<file path="src/hw/rtl/mrc_pkg.sv">
// ----------------------------------------------------------------------------
// Modbus RTU reply checker package
// Shared types, constants and the CRC-16 byte update for the reply checker.
// ----------------------------------------------------------------------------
package mrc_pkg;

    localparam int unsigned CNT_W      = 5;
    localparam logic [CNT_W-1:0] MAX_FRAME = CNT_W'(30);
    localparam int unsigned HDR_DEPTH  = 3;
    localparam int unsigned PAY_DEPTH  = 4;

    localparam logic [15:0] CRC_POLY   = 16'hA001;
    localparam logic [15:0] CRC_INIT   = 16'hFFFF;
    localparam logic [7:0]  FUNC_READ  = 8'h03;
    localparam logic [7:0]  FUNC_LIMIT = 8'h80;
    localparam logic [7:0]  CNT_ONE_WORD  = 8'd2;
    localparam logic [7:0]  CNT_TWO_WORDS = 8'd4;

    localparam logic [7:0] DEVICE_ADDRESS_RESET = 8'd1;
    localparam logic       READ_MODE_RESET      = 1'b1;

    typedef enum logic [1:0] {
        CFG_DEVICE_ADDRESS = 2'd0,
        CFG_READ_MODE      = 2'd1
    } cfg_index_t;

    typedef enum logic [2:0] {
        ST_OK    = 3'd0,
        ST_CRC   = 3'd1,
        ST_ADDR  = 3'd2,
        ST_FUNC  = 3'd3,
        ST_SHORT = 3'd4
    } status_t;

    typedef struct packed {
        logic [7:0] data_byte;
        logic       last;
    } in_beat_t;

    typedef struct packed {
        status_t            status;
        logic signed [31:0] value;
        logic               value_updated;
        logic [CNT_W-1:0]   frame_length;
    } out_beat_t;

    typedef struct packed {
        logic [7:0] device_address;
        logic       read_mode;
    } cfg_t;

    function automatic logic [15:0] crc_fold(input logic [15:0] crc, input logic [7:0] b);
        logic [15:0] c;
        c = crc ^ {8'h00, b};
        for (int k = 0; k < 8; k++)
        begin
            c = c[0] ? ((c >> 1) ^ CRC_POLY) : (c >> 1);
        end
        return c;
    endfunction

endpackage

</file>
<file path="src/hw/rtl/mrc_frame.sv">
// ----------------------------------------------------------------------------
// Reply frame tracker
// Keeps the running CRC, header and payload bytes of the current frame and
// forms the check result when the last beat of a frame arrives.
// ----------------------------------------------------------------------------
module mrc_frame
    import mrc_pkg::*;
(
    input  logic      clk,
    input  logic      rst_n,
    input  logic      fire,
    input  in_beat_t  beat,
    input  cfg_t      cfg,
    output logic      push,
    output out_beat_t result
);

    logic [15:0]      crc_reg;
    logic [15:0]      crc_next;
    logic [7:0]       recent_reg [2];
    logic [7:0]       recent_next [2];
    logic [CNT_W-1:0] count_reg;
    logic [CNT_W-1:0] count_next;
    logic [7:0]       hdr_reg [HDR_DEPTH];
    logic [7:0]       hdr_next [HDR_DEPTH];
    logic [7:0]       pay_reg [PAY_DEPTH];
    logic [7:0]       pay_next [PAY_DEPTH];
    logic [8:0]       needed_len;

    always_comb
    begin
        crc_next    = crc_reg;
        recent_next = recent_reg;
        count_next  = count_reg;
        hdr_next    = hdr_reg;
        pay_next    = pay_reg;
        if (count_reg < MAX_FRAME)
        begin
            if (count_reg >= CNT_W'(2))
            begin
                crc_next = crc_fold(crc_reg, recent_reg[0]);
            end
            recent_next[0] = recent_reg[1];
            recent_next[1] = beat.data_byte;
            for (int i = 0; i < HDR_DEPTH; i++)
            begin
                if (count_reg == CNT_W'(i))
                begin
                    hdr_next[i] = beat.data_byte;
                end
            end
            for (int i = 0; i < PAY_DEPTH; i++)
            begin
                if (count_reg == CNT_W'(i + HDR_DEPTH))
                begin
                    pay_next[i] = beat.data_byte;
                end
            end
            count_next = count_reg + CNT_W'(1);
        end
    end

    assign needed_len = {1'b0, hdr_next[2]} + 9'd3;

    always_comb
    begin
        result.status        = ST_OK;
        result.value         = '0;
        result.value_updated = 1'b0;
        result.frame_length  = count_next;
        if ((count_next < CNT_W'(3)) || (recent_next[0] != crc_next[7:0]) ||
            (recent_next[1] != crc_next[15:8]))
        begin
            result.status = ST_CRC;
        end
        else if (hdr_next[0] != cfg.device_address)
        begin
            result.status = ST_ADDR;
        end
        else if (cfg.read_mode)
        begin
            if (hdr_next[1] != FUNC_READ)
            begin
                result.status = ST_FUNC;
            end
            else if ({4'b0, count_next} < needed_len)
            begin
                result.status = ST_SHORT;
            end
            else if (hdr_next[2] == CNT_TWO_WORDS)
            begin
                result.value = {pay_next[2], pay_next[3], pay_next[0], pay_next[1]};
                result.value_updated = 1'b1;
            end
            else if (hdr_next[2] == CNT_ONE_WORD)
            begin
                result.value = {16'h0000, pay_next[0], pay_next[1]};
                result.value_updated = 1'b1;
            end
        end
        else if (hdr_next[1] >= FUNC_LIMIT)
        begin
            result.status = ST_FUNC;
        end
    end

    assign push = fire && beat.last;

    always_ff @(posedge clk or negedge rst_n)
    begin
        if (!rst_n)
        begin
            crc_reg   <= CRC_INIT;
            count_reg <= '0;
            for (int i = 0; i < 2; i++)
            begin
                recent_reg[i] <= '0;
            end
            for (int i = 0; i < HDR_DEPTH; i++)
            begin
                hdr_reg[i] <= '0;
            end
            for (int i = 0; i < PAY_DEPTH; i++)
            begin
                pay_reg[i] <= '0;
            end
        end
        else if (fire)
        begin
            if (beat.last)
            begin
                crc_reg   <= CRC_INIT;
                count_reg <= '0;
                for (int i = 0; i < 2; i++)
                begin
                    recent_reg[i] <= '0;
                end
                for (int i = 0; i < HDR_DEPTH; i++)
                begin
                    hdr_reg[i] <= '0;
                end
                for (int i = 0; i < PAY_DEPTH; i++)
                begin
                    pay_reg[i] <= '0;
                end
            end
            else
            begin
                crc_reg    <= crc_next;
                count_reg  <= count_next;
                recent_reg <= recent_next;
                hdr_reg    <= hdr_next;
                pay_reg    <= pay_next;
            end
        end
    end

endmodule

</file>
<file path="config.mk">
export PLATFORM = sky130hd
export DESIGN_NAME = mrc_frame
export DESIGN_NICKNAME = d
export VERILOG_FILES = /design/src/hw/rtl/mrc_pkg.sv /design/src/hw/rtl/mrc_frame.sv
export SDC_FILE = /design/constraint.sdc
export NUM_CORES = 1
export LEC_CHECK = 0
export BUFFER_PORTS_ARGS = -buffer_cell sky130_fd_sc_hd__buf_2
export CAP_MARGIN = 20
export CORE_MARGIN = 2
export CORE_UTILIZATION = 50
export CTS_BUF_LIST = sky130_fd_sc_hd__clkbuf_2 sky130_fd_sc_hd__clkbuf_4 sky130_fd_sc_hd__clkbuf_8
export DETAILED_ROUTE_END_ITERATION = 8
export HOLD_SLACK_MARGIN = 0.15
export PLACE_DENSITY_LB_ADDON = 0.15
export SLEW_MARGIN = 20
export SYNTH_ARGS = -nofsm -noshare
export SYNTH_HDL_FRONTEND = slang
export SYNTH_SLANG_ARGS = --single-unit
</file>
<file path="constraint.sdc">
create_clock -name clk -period 4 [get_ports clk]
set_input_delay 0.4 -clock clk [delete_from_list [all_inputs] [get_ports clk]]
set_output_delay 0.4 -clock clk [all_outputs]
set_load 0.05 [all_outputs]
</file>
==> results of run 1 <==
==> cell families after synthesis <==
logic type / share of synthesized area, %
xor+xnor: 9.448
buf+inv: 4.821
mux: 7.730
compound gates: 18.31
simple gates: 21.51
fa+ha+maj: 1.562
flops: 36.62
==> final cells by class <==
cell class | count | share of cell area (%)
well taps | 172 | 2.531
inverters | 14 | 0.6180
clock buffers | 11 | 1.780
flip-flops and latches | 93 | 27.62
multi-input cells | 546 | 53.19
repair buffers | 115 | 13.51
clock inverters | 5 | 0.7504
==> worst max-delay path: cells and delay by family, from the launching register on <==
kind	cells	cell delay [ps]
AOI/OAI and AO/OA	3	600
xor gates and xnor gates	1	150
adders and majority gates	1	210
buffers and inverters	3	530
DFF	1	410
and+or+nand+nor	7	1860
==> per-stage QoR <==
stage	hold slack (ps)	cell area [um^2]	setup TNS [ps]	power, W
3_5_place_dp	466.0	7649	-7618	0.002413
6_report	489.2	8503	-17350	0.003272
2_1_floorplan	104.4	7044	-13060	0.002067
5_1_grt	500.4	8503	-24870	0.003423
4_1_cts	477.7	8225	-16750	0.003140
3_3_place_gp	456.2	7649	-5486	0.002377
==> how the worst max path moves through the flow <==
stage	start	endpoint	depth (start not counted)
floorplan	count_reg[0]$_DFFE_PN0P_	result[11]	15
global placement	count_reg[0]$_DFFE_PN0P_	result[7]	15
detailed placement	count_reg[0]$_DFFE_PN0P_	result[15]	15
CTS	count_reg[0]$_DFFE_PN0P_	result[9]	15
global route	count_reg[0]$_DFFE_PN0P_	result[33]	16
finish	count_reg[0]$_DFFE_PN0P_	result[33]	15
==> cells in the final DEF, fill, tap and decap left out, types with 8 or more instances in the layout <==
| master | netlist | final |
|---|---|---|
| nand2_1 | 93 | 93 |
| dfrtp_1 | 77 | 76 |
| o21ai_0 | 66 | 65 |
| mux2i_1 | 45 | 45 |
| buf_6 | 3 | 40 |
| buf_4 | 3 | 36 |
| nor4_4 | 0 | 35 |
| nor2_1 | 30 | 30 |
| buf_2 | 13 | 26 |
| a21oi_1 | 26 | 23 |
| xor2_1 | 25 | 23 |
| or3_4 | 1 | 23 |
| xnor2_1 | 23 | 22 |
| dfstp_2 | 16 | 16 |
| inv_1 | 14 | 14 |
| nand2b_1 | 13 | 13 |
| a22o_1 | 13 | 13 |
| a22oi_1 | 11 | 11 |
| o2bb2ai_1 | 11 | 11 |
| clkbuf_8 | 0 | 11 |
| a211o_1 | 9 | 9 |
| ha_1 | 8 | 8 |
==> routing by layer <==
layer | up-vias | routed length [um] | GRT usage (%)
met5 | - | 0 | 0
met1 | 3020 | 9305 | 43.20
li1 | 2740 | - | -
met2 | 275 | 9828 | 46.86
met3 | 41 | 1474 | 6.488
met4 | 0 | 446 | 8.941
==> repair_timing <==
item / CTS / global route
endpoints found under the setup margin: 36 / 36
gates cloned: 1 / 7
endpoints found under the hold margin: 5 / 0
setup buffers: 4 / 3
gates resized for setup: 82 / 20
hold buffers: 1 / 0
pin swaps: 13 / 7
==> report_power, final <==
group          switching, W  internal [W]  total, W
sequential         0.000111       0.00107   0.00118
clock              0.000371      0.000329  0.000700
combinational      0.000797      0.000594   0.00139
total               0.00128       0.00199   0.00327
==> metrics.md, run 1 <==
| Metric | Value |
|---|---|
| Hold_sp | hdr_reg[11]$_DFFE_PN0P_ |
| N_diodes | 0 |
| Initial DRT Pass Iterations | 5 |
| Final HPWL from detailed placement | 13490 um |
| Reg2Reg Setup Slack | between 1000 and 1500 ps |
| Crit-path cells | or4_4, nor2_4, nor3_2, a21oi_2, buf_4, xor2_1, ha_1, or3_1, o221ai_2, a221o_1, or3_4, buf_12, or3_1, nor4_4, buf_6 |
| Final Hold Fails | 0 |
| Congestion Overflow GR | 0 |
| Footprint of the multi-input gates | 4523 um^2 |
| Worst hold path type | flop to flop |
| Initial DRC Count | 628 |
| Yosys warns | 0 |
| DRC | 0 |
| Avg Inst Size Synth | just over 9 um^2 |
| Die H | approximately 120 um |
| Clk Latency, worst-skew pair | roughly 400 ps |
| Placed Instances | 924 |
| TritonCTS buffer count | 9 |
| Initial Util | 51.00% |
| Total number of vias | slightly above 6000 |
| Post-synth EDFFs | 0 |
| Num rows | 41 |
| Outcome | finished with violations |
| Setup WS post-layout | -588.8 ps |
| Cell Pwr Density | between 300 and 400 nW/um^2 |
| Syn Std Cell Area | 6410 um^2 |
| Mean routed wirelength per cell | about 22 um |
| WL final | between 20000 and 25000 um |
| Min cycle time layout | approximately 4600 ps |
| Slew @ Worst Pin | between 800 and 900 ps |
| Final Cycle Share | 114.7% |
| Worst hold endpoint | hdr_reg[11]$_DFFE_PN0P_ |
| Final nets | approximately 800 |
| Clk pin slew, worst setup/hold paths | ~100 ps |
| Max-slew violation count | 0 |
| Ports | 63 |
| Vias per cell | between 6 and 7 |
| Crit Reg-Reg Endpoint | pay_reg[13]$_DFFE_PN0P_ |
| R2r startpoint | count_reg[3]$_DFFE_PN0P_ |
| Setup Crit Path Kind | flop to primary output |
| Post-layout util | 67.66% |
| Maximum VDD drop | a little under 0.3 mV |
| Max Fanout on Critical Path | 33 |
| Syn_nets | ~740 |
| Clock Path Buffers | 2 |
| Non-filler cells, final | between 900 and 1000 |
| Largest net degree at the start of global routing | between 60 and 70 |
| Most frequent CP cell | or3_1 |
| Initial antenna violation count | 0 |
| Synth Flop Type | dfrtp_1 |
| Die area | 13740 um^2 |
| Reg2reg path depth | 7 |
| Violated checks | negative setup slack |
| Vias in the first global route | between 5000 and 6000 |
| Final ANT Viol Nets | 0 |
| Core area | about 13000 um^2 |
| Port Buffers | 62 |
| CP Capture Type | primary output |
| Max FFs per register | 32 |
| Final Skew | roughly 14 ps |
| Reg area | 2349 um^2 |
| Fill count | 950 |
| Max Fclk | 217.9 MHz |
| Die width | roughly 120 um |
| Most common cell in the netlist | nand2_1 |
| Setup-failing EPs final | 36 |
| Synth top area cells | dfrtp_1 30%, mux2i_1 7.0%, dfstp_2 6.6% |
| GPL Wtd Cong | just over 0.9 |
| First-pass GRT wire length | between 30000 and 40000 um |
| RSZ-0062 raised after global routing | yes |
| Worst rel slew slack | between 40% and 50% |
| CTS root buffer | clkbuf_8 |
| Slowest stage delay, CP | roughly 540 ps |
| Area leader, netlist | dfrtp_1 |
| Post-synthesis sequential area ratio | a little over a third |
| Pre-CTS setup slack | -301.6 ps |
| Sink Count | a little over 90 |
| Max-cap violations | 0 |
| Leakage | roughly 3.8 nW |
| Share of layout cells above drive strength 1 | between 30% and 40% |
| Type of origin of the critical path | flop |
| Top cells by count, synth | 93 x nand2_1, 77 x dfrtp_1, 66 x o21ai_0 |
| Async set or reset register ratio after synthesis | 100.0% |
| Crit path DAT | around 4200 ps |
| Seq cells post-synth | 93 |
| CP required | between 3000 and 4000 ps |
| Layout area overhead | 32.66% |
| Synth Instances | approximately 710 |
| Global Route Usage Sum | 30.37% |
| CTS tree | done |
| Post-synth cell types | 68 |
| Critical path's slowest cell | or4_4 |
| Synth top area share | 30.06% |
| H-tree depth | 3 |
| Hold depth | 2 |
No activity file was read; power rests on OpenSTA's default activity.
==> run 2, diff against run 1 <==
clock period = 5.3 ns   (was 4 ns; I/O delays follow)
==> run 2 against run 1 <==
Effect of this change: the flow now finishes without violations; largest cell class unchanged; core utilization shrank 9.8 points; die area is the same; setup slack improved by 810 ps; non-clock buffer count down 37; wire length down 9.8%; critical path type unchanged; highest routed layer unchanged; global-route usage fell by 1.5 points.
==> metrics.md, run 2 (synthesized netlist as in run 1, its figures left out) <==
| Metric | Value |
|---|---|
| Outcome | completed (was finished with violations) |
| Type of origin of the critical path | flop (unchanged) |
| Final Cycle Share | 95.87% |
| Crit Reg-Reg Endpoint | crc_reg[10]$_DFFE_PN1P_ (was pay_reg[13]$_DFFE_PN0P_) |
| WL final | 19000 um (was 21050 um) |
| Final nets | 771 (was 808) |
| Critical path's slowest cell | or4_1 (was or4_4) |
| Met2 WL | 8682 um (was 9828 um) |
| TritonCTS buffer count | 9 (unchanged) |
| H-tree depth | 3 (unchanged) |
| N_diodes | 0 (unchanged) |
| Total number of vias | 5801 (was 6076) |
| Crit-path cells | or4_1, nor2_2, buf_4, mux2i_1, xor2_1, ha_1, o21a_1, o221ai_1, a221o_1, or3_4, or3_1, nor4_2, clkbuf_4 (was or4_4, nor2_4, nor3_2, a21oi_2, buf_4, xor2_1, ha_1, or3_1, o221ai_2, a221o_1, or3_4, buf_12, or3_1, nor4_4, buf_6) |
| Sink Count | 93 (unchanged) |
| Slowest stage delay, CP | 590 ps (was 540 ps) |
| Die width | 117.2 um (unchanged) |
| Setup-failing EPs final | 0 (was 36) |
| Num rows | 41 (unchanged) |
| Vias per cell | 6.312 (was 6.356) |
| Initial DRC Count | 560 (was 628) |
| GPL Wtd Cong | 0.9504 (was 0.9353) |
| Pre-CTS setup slack | 296.8 ps (was -301.6 ps) |
| Max-cap violations | 0 (unchanged) |
| Metal-1 WL | 8414 um (was 9305 um) |
| R2r startpoint | count_reg[1]$_DFFE_PN0P_ (was count_reg[3]$_DFFE_PN0P_) |
| Mean routed wirelength per cell | 20.68 um (was 22.02 um) |
| First-pass GRT wire length | 30180 um (was 31440 um) |
| Reg2reg path depth | 6 (was 7) |
| CP Capture Type | primary output (unchanged) |
| Ports | 63 (unchanged) |
| Max Fanout on Critical Path | 33 (unchanged) |
| Share of layout cells above drive strength 1 | 23.43% (was 31.63%) |
| Setup TNS | 0 ps (was -17350 ps) |
| Commonest non-fill, non-tap cell in the layout | nand2_1 (unchanged) |
| Setup Crit Path Kind | flop to primary output (unchanged) |
| Final Skew | 21.04 ps (was 14.26 ps) |
| RSZ-0062 raised after global routing | no (was yes) |
| Min cycle time layout | slightly above 5000 ps |
| Leakage | 2.934 nW (was 3.822 nW) |
| Initial antenna violation count | 0 (unchanged) |
| Max-slew violation count | 0 (unchanged) |
| Reg2Reg Setup Slack | 2580 ps (was 1380 ps) |
| Crit path to | result[20] (was result[33]) |
| Met3 Wirelength | 1395 um (was 1474 um) |
| Layout area overhead | 13.37% (was 32.66%) |
| Clk Latency, worst-skew pair | 400 ps (about the same) |
| Initial Util | 51.00% (unchanged) |
| DRC | 0 (unchanged) |
| Cell Pwr Density | 305.2 nW/um^2 (was 384.7 nW/um^2) |
| Vias in the first global route | 5554 (was 5675) |
| Finished Cell Area | 7267 um^2 (was 8503 um^2) |
| Maximum VDD drop | 0.2329 mV (was 0.2984 mV) |
| Postcts setup bufs | 0 (was 4) |
| Highest routed layer | met4 (unchanged) |
| Die area | 13740 um^2 (unchanged) |
| Clk pin slew, worst setup/hold paths | 120 ps (was 100 ps) |
| Largest net degree at the start of global routing | 62 (was 69) |
| Initial DRT Pass Iterations | 5 (unchanged) |
| Final ANT Viol Nets | 0 (unchanged) |
| Slew @ Worst Pin | 1079 ps (was 895.9 ps) |
| Worst hold path type | flop to flop (unchanged) |
| Worst path bufs/invs | 2 (was 3) |
| Crit path launch | count_reg[0]$_DFFE_PN0P_ (unchanged) |
| Post-Place Cell Area | 6994 um^2 (was 7649 um^2) |
| Final Hold Fails | 0 (unchanged) |
| Kind of cell adding the most delay to the critical path | simple AND/OR/NAND/NOR gates (unchanged) |
| Max Fclk | roughly 200 MHz |
| Core area | 12570 um^2 (unchanged) |
| Global Route Usage Sum | 28.87% (was 30.37%) |
| Final HPWL from detailed placement | 13160 um (was 13490 um) |
| WHS | 489.8 ps (was 489.2 ps) |
| Setup WS post-layout | 219.0 ps (was -588.8 ps) |
| CTS tree | done (unchanged) |
| Post-layout util | 57.82% (was 67.66%) |
| Crit path DAT | 4550 ps (was 4190 ps) |
| CP required | 4770 ps (was 3600 ps) |
| Crit path depth | 13 (was 15) |
| Port Buffers | 62 (unchanged) |
| Clock Path Buffers | 2 (unchanged) |
| Die H | 117.2 um (unchanged) |
| CTS root buffer | clkbuf_8 (unchanged) |
| Max FFs per register | 32 (unchanged) |
| Worst rel slew slack | 27.93% (was 40.27%) |
| Congestion Overflow GR | 0 (unchanged) |
| Most frequent cells in the layout | 92 x nand2_1, 76 x dfrtp_1, 66 x o21ai_0 (was 93 x nand2_1, 76 x dfrtp_1, 65 x o21ai_0) |
run 2: changes by cell type in the layout (fill, tap and decap cells not counted), sizes merged:
cell and change:
bufinv -1, clkbuf -4, clkinv +2, bufbuf -1, inv +2, buf -34
clkinvlp -1
run 2: tightest hold or removal path: cells and delay by family (launching register included):
family / cells / cell delay (ps)
simple gates: 1 / 40
compound gates: 1 / 60
flops: 1 / 350
run 2: metal layers:
metal / GRT usage, % / vias to the layer above
met2: 44.52 / 237
met5: 0 / -
met4: 9.020 / 0
met1: 40.58 / 2876
li1: - / 2648
met3: 6.437 / 40
run 2: report_power, final:
group,leakage (nW),internal (W),switching (W)
sequential,1.21,0.000807,0.0000840
combinational,1.62,0.000336,0.000491
clock,0.103,0.000188,0.000311
total,2.93,0.00133,0.000887
run 2: metrics by stage:
step,cells,power [W]
5_1_grt,919,0.002337
3_5_place_dp,901,0.001708
6_report,919,0.002218
3_3_place_gp,901,0.001683
2_1_floorplan,707,0.001502
4_1_cts,918,0.002207
run 2: how the worst min path moves through the flow:
stage / startpoint / endpoint / slack, ps / cells after the start
2_1_floorplan: rst_n / count_reg[0]$_DFFE_PN0P_ / 230 / 0
3_3_place_gp: hdr_reg[11]$_DFFE_PN0P_ / hdr_reg[11]$_DFFE_PN0P_ / 460 / 2
3_5_place_dp: hdr_reg[11]$_DFFE_PN0P_ / hdr_reg[11]$_DFFE_PN0P_ / 470 / 2
4_1_cts: hdr_reg[11]$_DFFE_PN0P_ / hdr_reg[11]$_DFFE_PN0P_ / 490 / 2
5_1_grt: hdr_reg[5]$_DFFE_PN0P_ / hdr_reg[5]$_DFFE_PN0P_ / 520 / 2
6_report: hdr_reg[12]$_DFFE_PN0P_ / hdr_reg[12]$_DFFE_PN0P_ / 490 / 2
run 2: repair_timing:
action | 4_1_cts | 5_1_grt
pin swaps | 0 | 1
cloned | 0 | 0
resized for setup | 2 | 13
endpoints found under the setup margin | 32 | 34
endpoints found under the hold margin | 22 | 0
hold buffers | 1 | 0
run 2: cell type report:
class | count | area (um^2)
fill | 1114 | 5301
multi-input combinational | 546 | 4003
sequential | 93 | 2349
timing repair buffer | 78 | 447.9
tap | 172 | 215.2
clock buffer | 9 | 123.9
clock inverter | 7 | 76.32
inverter | 14 | 52.55
